===== src/hdl/cvem_pkg.sv =====
package cvem_pkg;

    localparam int MAX_SAMPLES = 1048576;
    localparam int CNT_W       = $clog2(MAX_SAMPLES + 1);
    localparam int POS_W       = 20;

    localparam int Q_DEPTH = 4;
    localparam int QPTR_W  = $clog2(Q_DEPTH);
    localparam int QCNT_W  = $clog2(Q_DEPTH + 1);

    localparam int MEAN_STEPS = 64;
    localparam int REL_STEPS  = 112;
    localparam int SQRT_STEPS = 32;
    localparam int DCNT_W     = $clog2(REL_STEPS);
    localparam int SCNT_W     = $clog2(SQRT_STEPS);

    typedef struct packed {
        logic signed [31:0] ref_real;
        logic signed [31:0] ref_imag;
        logic signed [31:0] test_real;
        logic signed [31:0] test_imag;
        logic               vector_end;
    } sample_t;

    typedef struct packed {
        logic [31:0] max_amp_error;
        logic [19:0] worst_position;
        logic [31:0] max_component_error;
        logic [31:0] rms_error;
        logic [31:0] relative_l2;
        logic [43:0] max_prob_error;
        logic [62:0] total_prob_diff;
    } result_t;

    // Accumulated state of one finished vector.
    typedef struct packed {
        logic [CNT_W-1:0] count;
        logic [43:0]      peak_sq;
        logic [POS_W-1:0] peak_pos;
        logic [31:0]      peak_comp;
        logic [63:0]      diff_e;
        logic [63:0]      ref_e;
        logic [63:0]      test_e;
        logic [43:0]      peak_pd;
    } snap_t;

    typedef enum logic [2:0] {
        ST_IDLE,
        ST_LOAD,
        ST_DIV_MEAN,
        ST_SQ_RMS,
        ST_DIV_REL,
        ST_SQ_REL,
        ST_SQ_AMP,
        ST_WAIT
    } back_state_t;

endpackage


===== src/hdl/cvem_queue.sv =====
module cvem_queue (
    input  logic                         clk,
    input  logic                         rst_n,
    input  logic                         wr_en,
    input  cvem_pkg::snap_t              wr_data,
    input  logic                         rd_en,
    output cvem_pkg::snap_t              rd_data,
    output logic                         q_empty,
    output logic [cvem_pkg::QCNT_W-1:0]  count
);

    cvem_pkg::snap_t             mem [cvem_pkg::Q_DEPTH];
    cvem_pkg::snap_t             rd_data_reg;
    logic [cvem_pkg::QPTR_W-1:0] wr_ptr_reg, rd_ptr_reg;
    logic [cvem_pkg::QCNT_W-1:0] count_reg;

    // The read data is registered, so the head entry shows up in the cycle
    // after the edge at which it is popped.
    always_ff @(posedge clk)
    begin
        if (wr_en)
        begin
            mem[wr_ptr_reg] <= wr_data;
        end
        rd_data_reg <= mem[rd_ptr_reg];
    end

    assign rd_data = rd_data_reg;
    assign q_empty = (count_reg == '0);
    assign count   = count_reg;

    // The front never pushes into a full queue; it reserves slots ahead.
    always_ff @(posedge clk or negedge rst_n)
    begin
        if (!rst_n)
        begin
            wr_ptr_reg <= '0;
            rd_ptr_reg <= '0;
            count_reg  <= '0;
        end
        else
        begin
            if (wr_en)
            begin
                wr_ptr_reg <= wr_ptr_reg + 1'b1;
            end
            if (rd_en)
            begin
                rd_ptr_reg <= rd_ptr_reg + 1'b1;
            end
            count_reg <= count_reg + cvem_pkg::QCNT_W'(wr_en) - cvem_pkg::QCNT_W'(rd_en);
        end
    end

endmodule


===== config.mk =====
export PLATFORM = sky130hd
export DESIGN_NAME = cvem_queue
export DESIGN_NICKNAME = d
export VERILOG_FILES = /design/src/hdl/cvem_pkg.sv /design/src/hdl/cvem_queue.sv
export SDC_FILE = /design/constraint.sdc
export NUM_CORES = 1
export LEC_CHECK = 0
export ABC_AREA = 0
export BUFFER_PORTS_ARGS = -buffer_cell sky130_fd_sc_hd__buf_2
export CAP_MARGIN = 5
export CORE_MARGIN = 1
export CORE_UTILIZATION = 35
export DETAILED_ROUTE_END_ITERATION = 8
export MAX_ROUTING_LAYER = met4
export PLACE_DENSITY = 0.61
export SLEW_MARGIN = 20
export SYNTH_ARGS = -nofsm -noshare
export SYNTH_HDL_FRONTEND = slang
export SYNTH_SLANG_ARGS = --single-unit

===== constraint.sdc =====
create_clock -name clk -period 13.4 [get_ports clk]
set_clock_uncertainty 0.2 [all_clocks]
set_input_delay 0.67 -clock clk [delete_from_list [all_inputs] [get_ports clk]]
set_output_delay 0.67 -clock clk [all_outputs]
set_load 0.05 [all_outputs]

# Word-level counts from Yosys, hierarchy flattened
# Memories as Yosys holds them, arrays and structs flattened. A register that Yosys moved wholly into a read port is not among the register bits.
# Cells that the tools add are included.
# Widths: inputs -> output; s select.
# op_classes
addsub,4
multipliers,0
n_div,0
n_lt_le_gt_ge,0
eq_ne,0
n_shift,0
n_mux,2
n_bitwise,0
reduce_logical,1
# ops
operator,count
$add 2x1->2 const B,2
$add 3x1->3,1
$logic_not 3->1,1
$sub 3x1->3,1
$mux 1,2
# word_totals
reg_bits,7
latch_bits,0
ramBits,1412
mem_bits_ro,0
inputBits,357
output_inout_bits,357
wordCells,11
n_memories,1
# mem_list
name,words,width,rd,rd_ports_with_merged_regs,write_ports,line_no,text
mem,4,353,1,1,1,cvem_queue.sv:12,cvem_pkg::snap_t mem [cvem_pkg::Q_DEPTH];

# Longest topological paths before layout
# Gate-level depths: netlist (run 1).
# logic_depth
ltp_word,2
ltp_mapped,7
depth_no_buf,7

# Worst setup path before layout (run 1)
# OpenSTA, ideal clock, no wires.
# synth_timing
kind,input port to flip-flop
start,in wr_en
end,"mem mem[0][0] in the netlist's numbering, enable pin"
setup_time_ps,759
t_arrival_ps,8618
t_required_ps,12441
path_slack_ps,3823
cell_stages,1
cell_sequence,and2_1
# synth_between
elab_chain_cells,2
# synth_lines
element,line_no,text
from (decl),cvem_queue.sv:4,"input logic wr_en,"
$mux 1,cvem_queue.sv:21,if (wr_en)
$mux 1 (not written as such),cvem_queue.sv:23,mem[wr_ptr_reg] <= wr_data;
to (decl),cvem_queue.sv:12,
# Every way passes these cells.

# Worst setup path after layout (run 1)
# layout_timing
start,in wr_en
end,"mem mem[0][83] in the netlist's numbering, enable pin"
# Same word-level chain as after synthesis.

==> metrics.log, run 1 <==
[metrics] chip width: 411.8 microns
[metrics] Max Fclk: 260.0 MHz
[metrics] number of nets with antenna violations after detailed routing: 0
[metrics] worst hold path class: reg2reg
[metrics] worst path required time: 13.60 ns
[metrics] total standard cell area after synthesis: 58,780 sq um
[metrics] sequential element share of the synthesized area: 0.8445
[metrics] Mean Syn Cell Area: 26.36 sq um
[metrics] endpoint type of the worst setup path: flip-flop
[metrics] list of most frequent post-synthesis cells: sky130_fd_sc_hd__edfxtp_1 (1,412), sky130_fd_sc_hd__dfxtp_1 (353), sky130_fd_sc_hd__mux4_2 (352), sky130_fd_sc_hd__buf_12 (38), sky130_fd_sc_hd__buf_2 (33)
[metrics] GRT Overall Usage: 0.1485
[metrics] max_cap viols: 0
[metrics] number of antenna violations at the first check in global routing: 35
[metrics] largest fanout on the critical path: 97
[metrics] number of standard cells after synthesis: 2,230
[metrics] Net count, final: 3,799
[metrics] ratio of cells with drive above 1 in the final layout: 0.3815
[metrics] via density per instance: 4.585
[metrics] setup repair after global routing missed its margin: false
[metrics] worst reg-to-reg path cell count: 6
[metrics] post-detail-place hpwl: 74.31 mm
[metrics] overall die area: 169,600 sq um
[metrics] Hold Fails Final Rpt: 0
[metrics] Fin Setup TNS: 0 ns
[metrics] maximum clock insertion buffer count: 3
[metrics] dominant combinational cell family by area after synthesis: multiplexers
[metrics] yosys warns: 0
[metrics] R2R setup slack: 9.56 ns
[metrics] core area: 167,000 sq um
[metrics] number of buffers added by the clock tree synthesis step: 180
[metrics] count of flip-flops with a built-in enable after synthesis: 1,412
[metrics] clock transition time at the flip-flop clock pins of the worst setup and hold paths: 0.06 ns
[metrics] standard-cell row count: 150
[metrics] Synth Net Count: 2,594
[metrics] peak supply drop: 0.0002048 V
[metrics] routed wire length per instance: 21.34 microns
[metrics] number of synthesized register bits: 1,772
[metrics] Yosys top cell by area: sky130_fd_sc_hd__edfxtp_1
[metrics] worst max-slew margin expressed relative to the limit: 0.1535
[metrics] number of global-route vias before repair: 28,070
[metrics] post-synthesis share of cell area spent on xor and xnor gates: 0.0007450
[metrics] top-area cell type share of the netlist area: 0.7213
[metrics] number of I/O pins: 714
[metrics] number of setup violations in the final report: 0
[metrics] ys async rst share: 0.003950
[metrics] top cells by area in the synthesized netlist: sky130_fd_sc_hd__edfxtp_1 (72%), sky130_fd_sc_hd__mux4_2 (13%), sky130_fd_sc_hd__dfxtp_1 (12%), sky130_fd_sc_hd__buf_12 (1.3%), sky130_fd_sc_hd__dfrtp_1 (0.30%)
[metrics] layout-stage area growth over the synthesis result: 25.95%
[metrics] Slew @ Worst Pin: 1.270 ns
[metrics] clock tree from TritonCTS: done
[metrics] largest net degree at the start of global routing: 136
[metrics] Power Dens Cells: 245.7 nW/um^2
[metrics] drc violations: 0
[metrics] die extent in y: 411.8 microns
[metrics] type of origin of the critical path: primary input
[metrics] clock latency at the later pin of the worst-skew pair: 0.79 ns
[metrics] grt total ovfl: 0
[metrics] area fraction in compound gates after synthesis: 0.00008514
[metrics] post-route clock period utilization: 0.2871
[metrics] overall power after layout: 18,190 uW
[metrics] critical path type: in2reg
[metrics] Initial Utilization: 0.3519
[metrics] result of the run: complete, no violations
[metrics] adder-cell share of the synthesized area: 0.001618
[metrics] Hold Path Cell Cnt: 1
[metrics] max FFs per register: 1,412
[metrics] number of slew-limit violations in the final report: 0
[metrics] wire length of the first global-routing pass: 180.8 mm
[metrics] Clock Tree Root: sky130_fd_sc_hd__clkbuf_16
[metrics] Final Wtd Congestion: 0.7521
[metrics] CTS Sinks: 1,772
[metrics] count of TritonRoute iterations in the first routing pass: 5
[metrics] number of input and output port buffers inserted: 713
[metrics] number of distinct library cell variants in the gate-level netlist after synthesis: 20
[metrics] number of gates given a new drive strength after cts: 0
[metrics] H-tree levels: 4
[metrics] most frequent cell after synthesis: sky130_fd_sc_hd__edfxtp_1
[metrics] Final min period: 3.847 ns
[metrics] static leakage: 0.02579 uW
[metrics] share of cell area taken by muxes after synthesis: 0.1353
[metrics] Routed Wire Length: 124.3 mm
[metrics] Iteration-0 DRC Markers: 1,729
[metrics] total number of vias: 26,710
[metrics] number of filler cells placed in the layout: 14,170
[metrics] Synth Area in Simple Gates: 0.0006386
[metrics] top flip-flop cell by instance count after synthesis: sky130_fd_sc_hd__edfxtp_1
[metrics] data arrival time at the worst-slack endpoint: 4.04 ns
power breakdown:
part	switching, uW	leakage [uW]	internal (uW)
combinational	3730	0.00687	1670
clock	2050	0.00289	2880
sequential	428	0.0160	7440
total	6210	0.0258	12000
cells by family after synthesis:
kind of cell	count (synthesis)
adder cells (fa/ha/maj)	7
buffers and inverters	85
flip-flops	1772
XOR/XNOR	5
AO/OA/AOI/OAI	1
AND/OR/NAND/NOR	7
multiplexers	353
critical path, cell delays in order:
cell	delay [ns]
sky130_fd_sc_hd__dlygate4sd3_1	0.52
sky130_fd_sc_hd__buf_2	0.23
sky130_fd_sc_hd__and2_4	0.70
sky130_fd_sc_hd__buf_4	0.75
sky130_fd_sc_hd__buf_12	0.34
sky130_fd_sc_hd__buf_16	0.43
final timing paths:
kind                          startpoint            end
setup / recovery                   wr_en     mem[0][83]
setup reg to reg           wr_ptr_reg[0]     mem[0][83]
min in group asynchronous          rst_n  wr_ptr_reg[0]
max in group asynchronous          rst_n  rd_ptr_reg[1]
hold reg to reg              mem[2][120]   rd_data[120]
hold / removal               mem[2][120]   rd_data[120]
cell type report:
class	count	area [sq um]	area share
Timing Repair Buffer	1102	7500	0.1013
Multi-Input combinational cell	373	8145	0.1100
Tap cell	2204	2758	0.03725
Sequential cell	1772	49650	0.6706
Clock inverter	83	824.5	0.01114
Clock buffer	255	5061	0.06836
Antenna cell	31	77.57	0.001048
Inverter	6	22.52	0.0003042
what timing repair did:
item                      4_1_cts  5_1_grt
buffers inserted                0        0
hold endpoints to repair     1423        0
hold buffers                  358        0
through the flow:
| step | hold slack [ns] | cell area [sq um] | setup slack [ns] | util | instances |
|---|---|---|---|---|---|
| 2_1_floorplan | 0.1744 | 58780 | 3.823 | - | 2230 |
| 3_3_place_gp | 0.3208 | 64440 | 9.220 | 0.3858 | 5097 |
| 3_5_place_dp | 0.3288 | 64440 | 9.176 | 0.3858 | 5097 |
| 4_1_cts | 0.3193 | 73910 | 9.423 | 0.4425 | 5793 |
| 5_1_grt | 0.3270 | 74040 | 9.286 | 0.4432 | 5825 |
| 6_report | 0.3251 | 74040 | 9.553 | 0.4433 | 5826 |
placed cells by master, fill, tap and decap left out, types with 19 or more instances in the layout:
| master | instances |
|---|---|
| sky130_fd_sc_hd__dfxtp_1 | 353 |
| sky130_fd_sc_hd__dlygate4sd3_1 | 358 |
| sky130_fd_sc_hd__edfxtp_1 | 1412 |
| sky130_fd_sc_hd__diode_2 | 31 |
| sky130_fd_sc_hd__clkbuf_16 | 184 |
| sky130_fd_sc_hd__buf_4 | 23 |
| sky130_fd_sc_hd__clkinv_2 | 34 |
| sky130_fd_sc_hd__clkbuf_1 | 52 |
| sky130_fd_sc_hd__buf_2 | 713 |
| sky130_fd_sc_hd__mux4_2 | 352 |
| sky130_fd_sc_hd__clkbuf_8 | 19 |
layer usage:
| metal | GRT usage | wire length [microns] | vias to the layer above |
|---|---|---|---|
| met1 | 0.1855 | 51690 | 13860 |
| met4 | 0.04384 | 2832 | 0 |
| met2 | 0.2296 | 59720 | 889 |
| met5 | - | 0 | - |
| li1 | - | - | 11780 |
| met3 | 0.04911 | 10080 | 181 |
(Power assumes the default switching activity.)
==> run 2: changes to the inputs <==
Clock period 13.4 ns to 3.6 ns, I/O delays scaled along.
==> run 2 against run 1 <==
Power rose to 3.8 times the previous value; clock-buffer cell count is 5 lower; worst hold slack worse by 0.25 ns; first-iteration DRC count grew 8.4%; non-clock buffer count rose by 388; clock power grew to 3.7 times the previous value; utilization grew 2.5 points; flip-flop and latch count stayed put; final area is 5.5% higher; sequential power rose to 3.7 times the previous value; combinational power rose to 3.9 times the previous value; die area stayed put; critical path type is now reg2reg; highest routed layer unchanged.
==> metrics.log, run 2 (synthesis results as in run 1) <==
[metrics] Hold Fails Final Rpt: 0 (unchanged)
[metrics] Slew @ Worst Pin: 0.9171 ns (was 1.270 ns)
[metrics] Hold Path Cell Cnt: 2 (was 1)
[metrics] number of buffers added by the clock tree synthesis step: 178 (was 180)
[metrics] number of slew-limit violations in the final report: 0 (unchanged)
[metrics] worst max-slew margin expressed relative to the limit: 0.3886 (was 0.1535)
[metrics] highest routing layer actually used: met4 (unchanged)
[metrics] final cell count without fillers: 6,207 (was 5,826)
[metrics] number of input and output port buffers inserted: 713 (unchanged)
[metrics] number of nets with antenna violations after detailed routing: 0 (unchanged)
[metrics] Iteration-0 DRC Markers: 1,875 (was 1,729)
[metrics] Net count, final: 4,185 (was 3,799)
[metrics] number of global-route vias before repair: 30,040 (was 28,070)
[metrics] most frequent cells in the layout: sky130_fd_sc_hd__edfxtp_1 (1,412), sky130_fd_sc_hd__buf_2 (713), sky130_fd_sc_hd__dlygate4sd3_1 (708), sky130_fd_sc_hd__dfxtp_1 (353), sky130_fd_sc_hd__mux4_2 (352) (was sky130_fd_sc_hd__edfxtp_1 (1,412), sky130_fd_sc_hd__buf_2 (713), sky130_fd_sc_hd__dlygate4sd3_1 (358), sky130_fd_sc_hd__dfxtp_1 (353), sky130_fd_sc_hd__mux4_2 (352))
[metrics] R2R setup slack: 1.10 ns (was 9.56 ns)
[metrics] CP max stage delay: 1.02 ns (was 0.75 ns)
[metrics] Inst Count DP: 5,137 (was 5,097)
[metrics] crit path cell chain: buf_4, mux4_2 (was dlygate4sd3_1, buf_2, and2_4, buf_4, buf_12, buf_16)
[metrics] data arrival time at the worst-slack endpoint: 2.96 ns (was 4.04 ns)
[metrics] worst slack after detailed placement: 1.016 ns (was 9.176 ns)
[metrics] Routed Wire Length: 127.8 mm (was 124.3 mm)
[metrics] met2 wire length: 63.27 mm (was 59.72 mm)
[metrics] Max Fclk: 400.6 MHz
[metrics] grt total ovfl: 0 (unchanged)
[metrics] maximum clock insertion buffer count: 3 (unchanged)
[metrics] wire length of the first global-routing pass: 188.5 mm (was 180.8 mm)
[metrics] clock latency at the later pin of the worst-skew pair: 0.81 ns (was 0.79 ns)
[metrics] ratio of cells with drive above 1 in the final layout: 0.3536 (was 0.3815)
[metrics] Cell Area, Placed: 65,090 sq um (was 64,440 sq um)
[metrics] peak supply drop: 0.0006081 V (was 0.0002048 V)
[metrics] standard-cell row count: 150 (unchanged)
[metrics] clock tree from TritonCTS: done (unchanged)
[metrics] via density per instance: 4.545 (was 4.585)
[metrics] critical path buffer and inverter count: 1 (was 5)
[metrics] worst path required time: 4.07 ns (was 13.60 ns)
[metrics] post-route clock period utilization: 0.6934
[metrics] overall die area: 169,600 sq um (unchanged)
[metrics] number of filler cells placed in the layout: 13,780 (was 14,170)
[metrics] static leakage: 0.02751 uW (was 0.02579 uW)
[metrics] clock transition time at the flip-flop clock pins of the worst setup and hold paths: 0.06 ns (about the same)
[metrics] largest net degree at the start of global routing: 102 (was 136)
[metrics] core area: 167,000 sq um (unchanged)
[metrics] sequential cell area in the final layout: 49,650 sq um (unchanged)
[metrics] Final min period: 2.496 ns
[metrics] type of origin of the critical path: flip-flop (was primary input)
[metrics] worst hold path class: in2reg (was reg2reg)
[metrics] H-tree levels: 4 (unchanged)
[metrics] result of the run: complete, no violations (unchanged)
[metrics] worst reg-to-reg path cell count: 2 (was 6)
[metrics] drc violations: 0 (unchanged)
[metrics] number of gates given a new drive strength after cts: 0 (unchanged)
[metrics] layout-stage area growth over the synthesis result: 32.92% (was 25.95%)
[metrics] routed wire length per instance: 20.59 microns (was 21.34 microns)
[metrics] Initial Utilization: 0.3519 (unchanged)
[metrics] post-detail-place hpwl: 76.14 mm (was 74.31 mm)
[metrics] max_cap viols: 0 (unchanged)
[metrics] hold-fix buffers at CTS: 708 (was 358)
[metrics] commonest non-fill, non-tap cell in the layout: sky130_fd_sc_hd__edfxtp_1 (unchanged)
[metrics] number of I/O pins: 714 (unchanged)
[metrics] chip width: 411.8 microns (unchanged)
[metrics] setup repair after global routing missed its margin: false (unchanged)
[metrics] number of antenna violations at the first check in global routing: 23 (was 35)
[metrics] GRT Overall Usage: 0.1537 (was 0.1485)
[metrics] Power Dens Cells: 876.8 nW/um^2 (was 245.7 nW/um^2)
[metrics] Max stage delay cell, worst path: sky130_fd_sc_hd__dfrtp_4 (was sky130_fd_sc_hd__buf_4)
[metrics] Final Wtd Congestion: 0.7303 (was 0.7521)
[metrics] critical path type: reg2reg (was in2reg)
[metrics] summed area of non-filler cells in the final layout: 78,140 sq um (was 74,040 sq um)
[metrics] largest fanout on the critical path: 31 (was 97)
[metrics] endpoint type of the worst setup path: flip-flop (unchanged)
[metrics] area occupied by multi-input gates: 8145 sq um (unchanged)
[metrics] total number of vias: 28,210 (was 26,710)
[metrics] met3 wire length: 9.389 mm (was 10.08 mm)
[metrics] setup slack of the critical path after layout: 1.104 ns (was 9.553 ns)
[metrics] Clock Tree Root: sky130_fd_sc_hd__clkbuf_16 (unchanged)
[metrics] dominant delay contributor by cell family on the critical path: flip-flops (was buffers and inverters)
[metrics] Fin Setup TNS: 0 ns (unchanged)
[metrics] Levels on crit path: 2 (was 6)
[metrics] max FFs per register: 1,412 (unchanged)
[metrics] total routed wire length on the met1 layer: 51.62 mm (was 51.69 mm)
[metrics] count of TritonRoute iterations in the first routing pass: 5 (unchanged)
[metrics] setup repair bufs after CTS: 0 (unchanged)
[metrics] die extent in y: 411.8 microns (unchanged)
[metrics] CTS Sinks: 1,772 (unchanged)
[metrics] number of setup violations in the final report: 0 (unchanged)
run 2: cell count changes in the layout (fill, tap and decap cells not counted), moves of 3 or more:
cell | previous run | this run
sky130_fd_sc_hd__diode_2 | 31 | 24
sky130_fd_sc_hd__clkinv_2 | 34 | 25
sky130_fd_sc_hd__buf_4 | 23 | 35
sky130_fd_sc_hd__clkbuf_1 | 52 | 49
sky130_fd_sc_hd__clkinv_1 | 18 | 22
sky130_fd_sc_hd__clkbuf_8 | 19 | 22
sky130_fd_sc_hd__dlygate4sd3_1 | 358 | 708
sky130_fd_sc_hd__inv_6 | 5 | 9
sky130_fd_sc_hd__clkbuf_16 | 184 | 179
sky130_fd_sc_hd__buf_12 | 6 | 34
run 2: power by group:
| part | internal, uW | total [uW] | switching [uW] |
|---|---|---|---|
| clock network | 10600 | 18300 | 7750 |
| logic | 6790 | 21000 | 14200 |
| registers | 27600 | 29100 | 1510 |
run 2: cell type report:
cell class,count,share of cell area
flip-flops and latches,1772,0.6354
repair buffers,1490,0.1484
multi-input cells,373,0.1042
clock buffers,250,0.06356
well taps,2204,0.03529
clock inverters,88,0.01198
diodes,24,0.0007686
inverters,6,0.0002882
run 2: layer usage:
metal / global-route usage / vias to the layer above
li1: - / 12580
met4: 0.05230 / 0
met3: 0.04773 / 220
met1: 0.1850 / 14610
met2: 0.2448 / 801
met5: - / -
run 2: final timing paths:
kind	endpoint	startpoint
setup reg to reg	rd_data[142]	rd_ptr_reg[0]
hold / removal	mem[2][91]	wr_data[91]
hold reg to reg	rd_data[0]	mem[0][0]
max in group asynchronous	rd_ptr_reg[1]	rst_n
setup / recovery	rd_data[142]	rd_ptr_reg[0]
min in group asynchronous	count[0]	rst_n
run 2: through the flow:
stage	util	hold slack (ns)	power [uW]
global placement	0.3897	-0.1298	50180
floorplan	-	-0.3156	45050
CTS	0.4674	0.007532	69540
detailed placement	0.3897	-0.1258	50400
global route	0.4678	0.02598	71310
finish	0.4678	0.07755	68510
